`config.mk`:
```
export PLATFORM = sky130hd
export DESIGN_NAME = rv32i_subset_execute_core
export DESIGN_NICKNAME = d
export VERILOG_FILES = /design/src/rtl/rvx_pkg.sv /design/src/rtl/rvx_ram.sv /design/src/rtl/rvx_exec.sv /design/src/rtl/rv32i_subset_execute_core.sv
export SDC_FILE = /design/constraint.sdc
export NUM_CORES = 2
export LEC_CHECK = 0
export ABC_AREA = 0
export BUFFER_PORTS_ARGS = -buffer_cell sky130_fd_sc_hd__buf_2
export CELL_PAD_IN_SITES_DETAIL_PLACEMENT = 0
export CELL_PAD_IN_SITES_GLOBAL_PLACEMENT = 1
export CORE_UTILIZATION = 45
export DETAILED_ROUTE_END_ITERATION = 16
export PLACE_DENSITY = 0.68
export SYNTH_ARGS = -nofsm -noshare
export SYNTH_HDL_FRONTEND = slang
export SYNTH_HIERARCHICAL = 1
export SYNTH_SLANG_ARGS = --single-unit
```
`constraint.sdc`:
```
create_clock -name clk -period 15.25 [get_ports clk]
set_input_delay 3.05 -clock clk [delete_from_list [all_inputs] [get_ports clk]]
set_output_delay 3.05 -clock clk [all_outputs]
set_load 0.005 [all_outputs]
```
`src/rtl/rvx_pkg.sv`:
```
package rvx_pkg;

  localparam logic [31:0] PC_RESET = 32'h0010_0000;
  localparam logic [31:0] SP_RESET = 32'd2048;
  localparam logic [4:0]  SP_INDEX = 5'd2;
  localparam logic [31:0] UPPER_MASK = 32'hFFFF_F000;

  localparam logic [6:0] OPC_LUI    = 7'h37;
  localparam logic [6:0] OPC_AUIPC  = 7'h17;
  localparam logic [6:0] OPC_JAL    = 7'h6F;
  localparam logic [6:0] OPC_JALR   = 7'h67;
  localparam logic [6:0] OPC_IMM    = 7'h13;
  localparam logic [6:0] OPC_REG    = 7'h33;
  localparam logic [6:0] OPC_BRANCH = 7'h63;

  localparam logic [2:0] F3_ADD  = 3'd0;
  localparam logic [2:0] F3_SLL  = 3'd1;
  localparam logic [2:0] F3_SLT  = 3'd2;
  localparam logic [2:0] F3_SLTU = 3'd3;
  localparam logic [2:0] F3_XOR  = 3'd4;
  localparam logic [2:0] F3_SR   = 3'd5;
  localparam logic [2:0] F3_OR   = 3'd6;
  localparam logic [2:0] F3_AND  = 3'd7;
  localparam logic [2:0] F3_JALR = 3'd0;
  localparam logic [2:0] F3_BNE  = 3'd1;

  localparam logic [6:0] F7_BASE = 7'h00;
  localparam logic [6:0] F7_ALT  = 7'h20;

  typedef struct packed {
    logic [31:0] next_pc;
    logic [31:0] value;
    logic        wr;
    logic        redir;
    logic        ill;
  } exec_res_t;

endpackage

```
`src/rtl/rvx_ram.sv`:
```
module rvx_ram #(
  parameter int WIDTH = 32,
  parameter int DEPTH = 32
) (
  input  logic                     clk,
  input  logic                     we,
  input  logic [$clog2(DEPTH)-1:0] waddr,
  input  logic [WIDTH-1:0]         wdata,
  input  logic                     re,
  input  logic [$clog2(DEPTH)-1:0] raddr_a,
  input  logic [$clog2(DEPTH)-1:0] raddr_b,
  output logic [WIDTH-1:0]         rdata_a,
  output logic [WIDTH-1:0]         rdata_b
);

  logic [WIDTH-1:0] mem [DEPTH];

  always_ff @(posedge clk) begin
    if (we) begin
      mem[waddr] <= wdata;
    end
    if (re) begin
      rdata_a <= mem[raddr_a];
      rdata_b <= mem[raddr_b];
    end
  end

endmodule

```
`src/rtl/rvx_exec.sv`:
```
module rvx_exec
  import rvx_pkg::*;
(
  input  logic [31:0] instr,
  input  logic [31:0] pc,
  input  logic [31:0] a,
  input  logic [31:0] b,
  output exec_res_t   res
);

  logic [6:0]  opc;
  logic [2:0]  f3;
  logic [6:0]  f7;
  logic [4:0]  sh;
  logic [31:0] imm_i;
  logic [31:0] imm_j;
  logic [31:0] imm_b;
  logic [31:0] imm_u;
  logic [31:0] pc_inc;
  logic [31:0] jalr_sum;

  assign opc   = instr[6:0];
  assign f3    = instr[14:12];
  assign f7    = instr[31:25];
  assign sh    = instr[24:20];
  assign imm_i = {{20{instr[31]}}, instr[31:20]};
  assign imm_j = {{11{instr[31]}}, instr[31], instr[19:12], instr[20], instr[30:21], 1'b0};
  assign imm_b = {{19{instr[31]}}, instr[31], instr[7], instr[30:25], instr[11:8], 1'b0};
  assign imm_u = instr & UPPER_MASK;
  assign pc_inc   = pc + 32'd4;
  assign jalr_sum = a + imm_i;

  always_comb begin
    res.next_pc = pc_inc;
    res.value   = '0;
    res.wr      = 1'b0;
    res.redir   = 1'b0;
    res.ill     = 1'b0;
    case (opc)
      OPC_LUI: begin
        res.value = imm_u;
        res.wr    = 1'b1;
      end
      OPC_AUIPC: begin
        res.value = pc + imm_u;
        res.wr    = 1'b1;
      end
      OPC_JAL: begin
        res.value   = pc_inc;
        res.wr      = 1'b1;
        res.next_pc = pc + imm_j;
        res.redir   = 1'b1;
      end
      OPC_JALR: begin
        if (f3 == F3_JALR) begin
          res.value   = pc_inc;
          res.wr      = 1'b1;
          res.next_pc = {jalr_sum[31:1], 1'b0};
          res.redir   = 1'b1;
        end else begin
          res.ill = 1'b1;
        end
      end
      OPC_BRANCH: begin
        if (f3 != F3_BNE) begin
          res.ill = 1'b1;
        end else if (a != b) begin
          res.next_pc = pc + imm_b;
          res.redir   = 1'b1;
        end
      end
      OPC_IMM: begin
        res.wr = 1'b1;
        case (f3)
          F3_ADD:  res.value = jalr_sum;
          F3_SLT:  res.value = {31'd0, $signed(a) < $signed(imm_i)};
          F3_SLTU: res.value = {31'd0, a < imm_i};
          F3_XOR:  res.value = a ^ imm_i;
          F3_OR:   res.value = a | imm_i;
          F3_AND:  res.value = a & imm_i;
          F3_SLL: begin
            if (f7 == F7_BASE) begin
              res.value = a << sh;
            end else begin
              res.ill = 1'b1;
              res.wr  = 1'b0;
            end
          end
          F3_SR: begin
            if (f7 == F7_BASE) begin
              res.value = a >> sh;
            end else if (f7 == F7_ALT) begin
              res.value = 32'($signed(a) >>> sh);
            end else begin
              res.ill = 1'b1;
              res.wr  = 1'b0;
            end
          end
          default: begin
            res.ill = 1'b1;
            res.wr  = 1'b0;
          end
        endcase
      end
      OPC_REG: begin
        if (f3 == F3_ADD && f7 == F7_BASE) begin
          res.value = a + b;
          res.wr    = 1'b1;
        end else if (f3 == F3_ADD && f7 == F7_ALT) begin
          res.value = a - b;
          res.wr    = 1'b1;
        end else begin
          res.ill = 1'b1;
        end
      end
      default: res.ill = 1'b1;
    endcase
    // illegal encodings only step the pc
    if (res.ill) begin
      res.next_pc = pc_inc;
      res.wr      = 1'b0;
      res.redir   = 1'b0;
      res.value   = '0;
    end
  end

endmodule

```
`src/rtl/rv32i_subset_execute_core.sv`:
```
// An accepted instruction beat reaches its result beat through the register
// file read, then execute into the result register.
// Throughput: one instruction per cycle while the output is not stalled; a
// result of the previous instruction is forwarded around the register file read.
// Reset: pc = 0x100000, register file reads zero except x2 = 2048, both
// stages empty. No clearing pass; per-register written bits supply reset values.
module rv32i_subset_execute_core
  import rvx_pkg::*;
#(
  parameter int REGISTER_COUNT = 32
) (
  input  logic        clk,
  input  logic        rst,
  input  logic        in_valid,
  output logic        in_stall,
  input  logic [31:0] instr_word,
  output logic        out_valid,
  input  logic        out_stall,
  output logic [31:0] next_fetch_address,
  output logic [4:0]  dest_index,
  output logic [31:0] dest_value,
  output logic        dest_write,
  output logic        redirected,
  output logic        illegal_instr
);

  localparam int AW = $clog2(REGISTER_COUNT);
  localparam logic [5:0] REG_LIMIT = 6'(REGISTER_COUNT);

  logic                      ex_valid;
  logic [31:0]               instr;
  logic [31:0]               pc;
  logic [REGISTER_COUNT-1:0] written;
  logic                      rs1_written;
  logic                      rs2_written;
  logic                      fwd_valid;
  logic [4:0]                fwd_idx;
  logic [31:0]               fwd_val;
  logic [31:0]               ram_a;
  logic [31:0]               ram_b;
  logic [31:0]               op_a;
  logic [31:0]               op_b;
  logic                      accept;
  logic                      ex_fire;
  logic                      out_free;
  logic                      dest_ok;
  logic                      wr_final;
  exec_res_t                 res;

  function automatic logic in_range(input logic [4:0] idx);
    return ({1'b0, idx} < REG_LIMIT) && (idx != 5'd0);
  endfunction

  function automatic logic [31:0] pick(input logic [4:0]  idx,
                                       input logic        was_written,
                                       input logic [31:0] ram_val,
                                       input logic        fv,
                                       input logic [4:0]  fi,
                                       input logic [31:0] fval);
    logic [31:0] r;
    if (!in_range(idx)) begin
      r = '0;
    end else if (fv && fi == idx) begin
      r = fval;
    end else if (was_written) begin
      r = ram_val;
    end else if (idx == SP_INDEX) begin
      r = SP_RESET;
    end else begin
      r = '0;
    end
    return r;
  endfunction

  assign out_free = !out_valid || !out_stall;
  assign ex_fire  = ex_valid && out_free;
  assign in_stall = ex_valid && !out_free;
  assign accept   = in_valid && !in_stall;

  assign op_a = pick(instr[19:15], rs1_written, ram_a, fwd_valid, fwd_idx, fwd_val);
  assign op_b = pick(instr[24:20], rs2_written, ram_b, fwd_valid, fwd_idx, fwd_val);

  rvx_exec u_exec (
    .instr (instr),
    .pc    (pc),
    .a     (op_a),
    .b     (op_b),
    .res   (res)
  );

  assign dest_ok  = in_range(instr[11:7]);
  assign wr_final = res.wr && dest_ok;

  rvx_ram #(
    .WIDTH (32),
    .DEPTH (REGISTER_COUNT)
  ) u_regs (
    .clk     (clk),
    .we      (ex_fire && wr_final),
    .waddr   (instr[7+AW-1:7]),
    .wdata   (res.value),
    .re      (accept),
    .raddr_a (instr_word[15+AW-1:15]),
    .raddr_b (instr_word[20+AW-1:20]),
    .rdata_a (ram_a),
    .rdata_b (ram_b)
  );

  always_ff @(posedge clk) begin
    if (rst) begin
      ex_valid  <= 1'b0;
      out_valid <= 1'b0;
      pc        <= PC_RESET;
      written   <= '0;
      fwd_valid <= 1'b0;
    end else begin
      if (accept) begin
        ex_valid <= 1'b1;
      end else if (ex_fire) begin
        ex_valid <= 1'b0;
      end
      if (ex_fire) begin
        out_valid <= 1'b1;
      end else if (out_free) begin
        out_valid <= 1'b0;
      end
      if (ex_fire) begin
        pc <= res.next_pc;
        if (wr_final) begin
          written[instr[7+AW-1:7]] <= 1'b1;
        end
      end
      // catch the write that lands on the same edge as this read
      if (accept) begin
        fwd_valid <= ex_fire && wr_final;
      end
    end
  end

  always_ff @(posedge clk) begin
    if (accept) begin
      instr       <= instr_word;
      rs1_written <= written[instr_word[15+AW-1:15]];
      rs2_written <= written[instr_word[20+AW-1:20]];
      fwd_idx     <= instr[11:7];
      fwd_val     <= res.value;
    end
    if (ex_fire) begin
      next_fetch_address <= res.next_pc;
      dest_index         <= wr_final ? instr[11:7] : 5'd0;
      dest_value         <= wr_final ? res.value : 32'd0;
      dest_write         <= wr_final;
      redirected         <= res.redir;
      illegal_instr      <= res.ill;
    end
  end

  a_stall_needs_item: assert property (@(posedge clk) disable iff (rst)
    in_stall |-> ex_valid && out_valid)
    else $error("input stalled with no item in execute");

  a_pc_holds: assert property (@(posedge clk) disable iff (rst)
    !ex_fire |=> $stable(pc))
    else $error("pc changed without an executed instruction");

  a_fire_gives_result: assert property (@(posedge clk) disable iff (rst)
    ex_fire |=> out_valid && next_fetch_address == pc)
    else $error("result beat does not match pc after execute");

  a_write_not_x0: assert property (@(posedge clk) disable iff (rst)
    out_valid && dest_write |-> dest_index != 5'd0)
    else $error("write reported to x0");

  a_illegal_quiet: assert property (@(posedge clk) disable iff (rst)
    out_valid && illegal_instr |-> !dest_write && !redirected)
    else $error("illegal instruction wrote or redirected");

endmodule

```
# Yosys cells after proc, flatten, opt, wreduce, memory -nomap -nowiden
# Memories as Yosys holds them, arrays and structs flattened. A register that Yosys moved wholly into a read port is not among the register bits.
# Cells that the tools add are included.
totals:
  out_inout_bits: 74
  reg_bits: 210
  word_cells: 130
  memories: 1
  in_bits: 36
  ram_bits: 1024
op_classes:
  shifts: 3
  n_addsub: 7
  eq_ne: 21
  n_reduce_logical: 24
  bitwise: 4
  n_lt_le_gt_ge: 6
  mux: 48
memory_table:
  columns: ["name", "depth", "word_bits", "rd", "rd_clocked_by_memory_dff", "write_ports", "line", "text"]
  rows:
  - ["u_regs.mem", 32, 32, 2, 2, 1, "rvx_ram.sv:16", "logic [WIDTH-1:0] mem [DEPTH];"]
op_table:
  columns: ["op", "count"]
  rows:
  - ["two-way mux 32 bit", 11]
  - ["one-hot mux 32 bit (8 select lines)", 1]
  - ["one-hot mux 33 bit (6 select lines)", 1]
  - ["adder 32 bit", 5]
  - ["two-way mux 66 bit", 2]
  - ["one-hot mux 32 bit (3 select lines)", 1]
  - ["two-way mux 33 bit", 2]
  - ["bitwise OR 32 bit", 2]
  - ["adder 32 x 3 -> 32 bit (second input constant)", 1]
  - ["AND 32 bit", 1]
  - ["< comparator 32 x 12 -> 1 bit", 1]
  - ["< comparator 32 bit", 1]
  - ["inequality test 32 bit", 1]
  - ["<< shifter 32 x 5 -> 32 bit", 1]
  - ["right shift 32 x 5 -> 32 bit", 1]
  - [">>> shifter 32 x 5 -> 32 bit", 1]
  - ["subtractor 32 bit", 1]
  - ["XOR 32 bit", 1]
  - ["two-way mux 12 bit", 2]
  - ["equality test 7 x 6 -> 1 bit (second input constant)", 3]
  - ["equality test 7 bit (second input constant)", 3]
  - ["two-way mux 1 bit", 21]
  - ["< comparator 5 x 6 -> 1 bit (second input constant)", 3]
  - ["nonzero test 5 bit", 3]
  - ["other kinds (21)", 43]

# Logic depth before layout (Yosys ltp)
logic_depth:
  depth_word: 15
  depth_mapped: 23
  mapped_depth_nobuf: 19

# By module
# Netlist, hierarchy kept.
modules_own_cells:
  columns: ["mod", "cells_each", "seq_area_each_um2", "instances", "area_per_inst_um2"]
  rows:
  - ["rvx_ram", 3450, 32671.3, 1, 50709.9]
  - ["rvx_exec", 2567, 0.0, 1, 17078.9]
  - ["rv32i_subset_execute_core", 780, 5635.4, 1, 8707.1]

# Worst setup path after synthesis
# Ideal clock, no wire load.
synth_timing:
  path_type: "reg2reg"
  from: "register instr[31]"
  to: "register fwd_val[0] (data pin)"
  path_buffers: 1
  setup_ns: 0.582
  path_stages_with_launch: 14
  required_time_ns: 14.668
  synth_period_minus_slack_ns: 6.641
  arrival_time_ns: 6.058
  slack_ns: 8.609
  path_cell_list: "edfxtp_1 -> inv_1 -> ha_1 -> clkbuf_1 -> inv_1 -> a21oi_1 -> o21bai_1 -> a21oi_1 -> nor3_1 -> o31ai_1 -> a21oi_1 -> a2111oi_0 -> xnor2_1 -> o41ai_1"
synth_rtl:
  columns: ["item", "line", "text"]
  rows:
  - ["start: declaration", "rv32i_subset_execute_core.sv:31", "logic [31:0] instr;"]
  - ["start signal: assignment", "rv32i_subset_execute_core.sv:142", "instr <= instr_word;"]
  - ["end signal: assignment", "rv32i_subset_execute_core.sv:146", "fwd_val <= res.value;"]
  - ["end: declaration", "rv32i_subset_execute_core.sv:38", "logic [31:0] fwd_val;"]

==> results.sh <==
export IMPL_met3_usage=0.0455
export IMPL_r2r_worst_path_cells=19
export IMPL_fp_dieW_um=414
export IMPL_cap_viol_max_count=0
export IMPL_end_kind="flop"
export IMPL_ctsHoldBuffers=0
export IMPL_grt_max_degree=122
export IMPL_setup_ws_ps=8100
export IMPL_vdd_drop_max_mv=0.125
export IMPL_gp_congestion=0.984
export IMPL_fmax_mhz=140
export IMPL_grt_pass1_wl_um=420000
export IMPL_start_util=0.455
export IMPL_worst_r2r_setup_slack_ps=8100
export IMPL_min_period_ps=7150
export IMPL_worstHoldEndpoint="written[0]$_SDFFE_PP0P_"
export IMPL_syn_area_um2=76500
export IMPL_worst_slew_pin_slew_ps=1430
export IMPL_die_h_um=414
export IMPL_tns_ps=0
export IMPL_power_density_nw_per_um2=103
export IMPL_synthArstFlopShare=0
export IMPL_finalClockSkew_ps=53.4
export IMPL_cpMostUsedCell="a21oi_1"
export IMPL_path_cells="buf_4, xor2_1, nor4_2, nand3_2, nand3_1, a21oi_1, inv_1, ha_1, nand2_1, or3_1, nor4_1, nor2_1, o21ai_1, inv_1, o22ai_1, a21oi_1, o21ai_1, nand2_1, a21oi_1"
export IMPL_drtAntennaViolNets=0
export IMPL_dpl_cell_count=8833
export IMPL_nets=7032
export IMPL_dp_slack_ps=8230
export IMPL_hold_path_class="flop to flop"
export IMPL_synth_edf_count=1231
export IMPL_p_total_mw=8.66
export IMPL_crit_family="simple AND/OR/NAND/NOR gates"
export IMPL_drc=0
export IMPL_grt_total_usage=0.338
export IMPL_avgSynthCellArea_um2=11.3
export IMPL_synth_cells=6797
export IMPL_timing_rr_start="instr[24]$_DFFE_PP_"
export IMPL_finalHoldViolCount=0
export IMPL_ctsLongestPathBuffers=3
export IMPL_routedWlPerCell_um=32.8
export IMPL_busiest_layer="met2"
export IMPL_drt_pass1_iterations=6
export IMPL_synth_ff_type="edfxtp_1"
export IMPL_grt_util_met2=0.555
export IMPL_min_delay_start="written[0]$_SDFFE_PP0P_"
export IMPL_grt_overflow=0
export IMPL_synthDistinctLibCells=104
export IMPL_synth_fp_nets=7053
export IMPL_worst_endpoint_required_ps=15990
export IMPL_reg2reg_to="pc[19]$_SDFFE_PP0P_"
export IMPL_layout_drive_gt1_share=0.104
export IMPL_hold_depth=1
export IMPL_stdcell_count=9099
export IMPL_timing_final_crit_share=0.469
export IMPL_met1_usage=0.426
export IMPL_io_pins=110
export IMPL_nFillCells=14900
export IMPL_rsz0062_at_grt="false"
export IMPL_cts_resized=0
export IMPL_dpl_hpwl_um=186000
export IMPL_antenna_found_initial=14
export IMPL_cts_root_buf="clkbuf_16"
export IMPL_max_slew_margin=0.0384
export IMPL_rows=150
export IMPL_crit_type="flop to flop"
export IMPL_maxSlewViolCount=0
export IMPL_syn2layout_area_growth_pct=9.77
export IMPL_critPathMaxStageDelay_ps=1000
export IMPL_h_tree_depth=4
export IMPL_core_area_um2=168000
export IMPL_first_global_vias=57300
export IMPL_synth_seq_cells=1298
export IMPL_wl_um=299000
export IMPL_ys_seq_area_frac=0.501
export IMPL_cts_sinks=1298
export IMPL_crit_buf_inv=3
export IMPL_portBuffers=109
export IMPL_first_iter_violations=6377
export IMPL_cts_buffers=145
export IMPL_cp_slowest_cell="nor4_1"
export IMPL_cts_tree="built"
export IMPL_clk_transition_reported_paths_ps=60
export IMPL_via_per_inst=6.55
export IMPL_outcome="finished clean"
export IMPL_num_vias=59600
export IMPL_cellLeakagePower_nw=31.5
export IMPL_dieArea_um2=172000
export IMPL_crit_arrival_ps=7880
export IMPL_clk_latency_ps=830
export IMPL_setup_viol=0
export IMPL_crit_fanout=35
export IMPL_post_cts_buffers=0
export IMPL_yosysWarnings=6
export IMPL_crit_path_start_kind="flop"
synthesized netlist by cell type, types with 11 or more instances:
master | count | area, um2
xor2_1 | 46 | 403
a221o_1 | 11 | 110
a221oi_1 | 25 | 219
o22ai_1 | 38 | 238
nor4_1 | 20 | 125
and2_1 | 52 | 325
a21oi_2 | 22 | 193
buf_2 | 99 | 495
edfxtp_1 | 1231 | 37000
buf_6 | 52 | 586
mux4_2 | 53 | 1190
clkbuf_1 | 248 | 931
ha_1 | 214 | 2680
o221ai_1 | 33 | 289
a22oi_1 | 214 | 1610
a21oi_1 | 565 | 2830
a21o_1 | 51 | 383
or3_1 | 26 | 163
nor3_1 | 118 | 591
o21ai_1 | 15 | 75.1
dfxtp_1 | 67 | 1340
o21ai_0 | 217 | 1090
o21bai_1 | 34 | 255
a22o_1 | 130 | 1140
o211ai_1 | 30 | 225
a211o_1 | 11 | 96.3
and3_1 | 25 | 156
a211oi_1 | 52 | 390
nand2b_1 | 27 | 169
nor2_1 | 375 | 1410
nor2b_1 | 31 | 194
o21a_1 | 13 | 97.6
xnor2_1 | 84 | 736
nand4_1 | 26 | 163
nand2_1 | 554 | 2080
o31ai_1 | 13 | 97.6
buf_1 | 22 | 82.6
inv_1 | 152 | 571
a31oi_1 | 93 | 582
buf_4 | 52 | 390
mux2i_1 | 1123 | 11200
nand3_1 | 327 | 1640
nor3b_1 | 12 | 90.1
layer usage:
metal,routed length (um),vias to the layer above
li1,-,26000
met2,141000,2550
met3,18700,685
met5,7,-
met4,20000,2
met1,119000,30400
cell usage in the layout (no fill, tap or decap), types with 130 or more instances in the layout:
master        n
a21oi_1     564
a22o_1      130
a22oi_1     214
buf_4       190
clkbuf_16   149
edfxtp_1   1231
ha_1        214
inv_1       150
mux2i_1    1123
nand2_1     552
nand3_1     325
nor2_1      337
o21ai_0     213
worst max path at each step:
stage	slack [ps]	to	cells past startpoint	from
finish	8100	pc[19]$_SDFFE_PP0P_	19	instr[24]$_DFFE_PP_
global route	7780	pc[24]$_SDFFE_PP0P_	19	instr[24]$_DFFE_PP_
CTS	8200	pc[19]$_SDFFE_PP0P_	19	instr[24]$_DFFE_PP_
detailed placement	8230	pc[19]$_SDFFE_PP0P_	19	instr[24]$_DFFE_PP_
global placement	8220	pc[24]$_SDFFE_PP0P_	19	instr[24]$_DFFE_PP_
floorplan	8610	fwd_val[0]$_DFFE_PP_	13	instr[31]$_DFFE_PP_
logic make-up (layout without fill, tap and decap cells):
kind of cell,count (synthesis),after routing,share of synthesized area
compound gates,1678,1678,0.144
xor+xnor,130,130,0.0149
fa+ha+maj,220,220,0.0366
buf+inv,631,725,0.0404
flops,1298,1298,0.501
mux,1184,1184,0.164
other cells,0,4,0
simple gates,1656,1656,0.0996
sequential cells by signal (all words and copies together) (netlist names), 5 cells and up:
name                count
instr                  32
next_fetch_address     32
u_regs/mem           1024
fwd_val                32
dest_index              5
fwd_idx                 5
dest_value             32
written                32
u_regs/rdata_b         32
u_regs/rdata_a         32
pc                     32
through the flow:
step | util | hold slack (ps) | instance area, um2
5_1_grt | 0.500 | 505 | 84000
3_3_place_gp | 0.472 | 468 | 79400
6_report | 0.500 | 493 | 84000
2_1_floorplan | - | 441 | 76500
3_5_place_dp | 0.472 | 479 | 79400
4_1_cts | 0.500 | 492 | 84000
area by class of cell:
class,count,area [um2],share of cell area
diodes,4,10.0,0.000119
repair buffers,309,2190,0.0261
multi-input cells,4868,35500,0.423
inverters,154,586,0.00697
clock inverters,74,671,0.00799
well taps,2204,2760,0.0328
flip-flops and latches,1298,38300,0.456
clock buffers,188,3930,0.0467
power by group:
part           total, mW  switching (mW)  internal (mW)
combinational       1.27           0.870          0.395
sequential          3.96          0.0365           3.92
clock               3.43            1.46           1.97
total               8.66            2.37           6.29
Note: power is estimated with default switching activity, not from simulation.
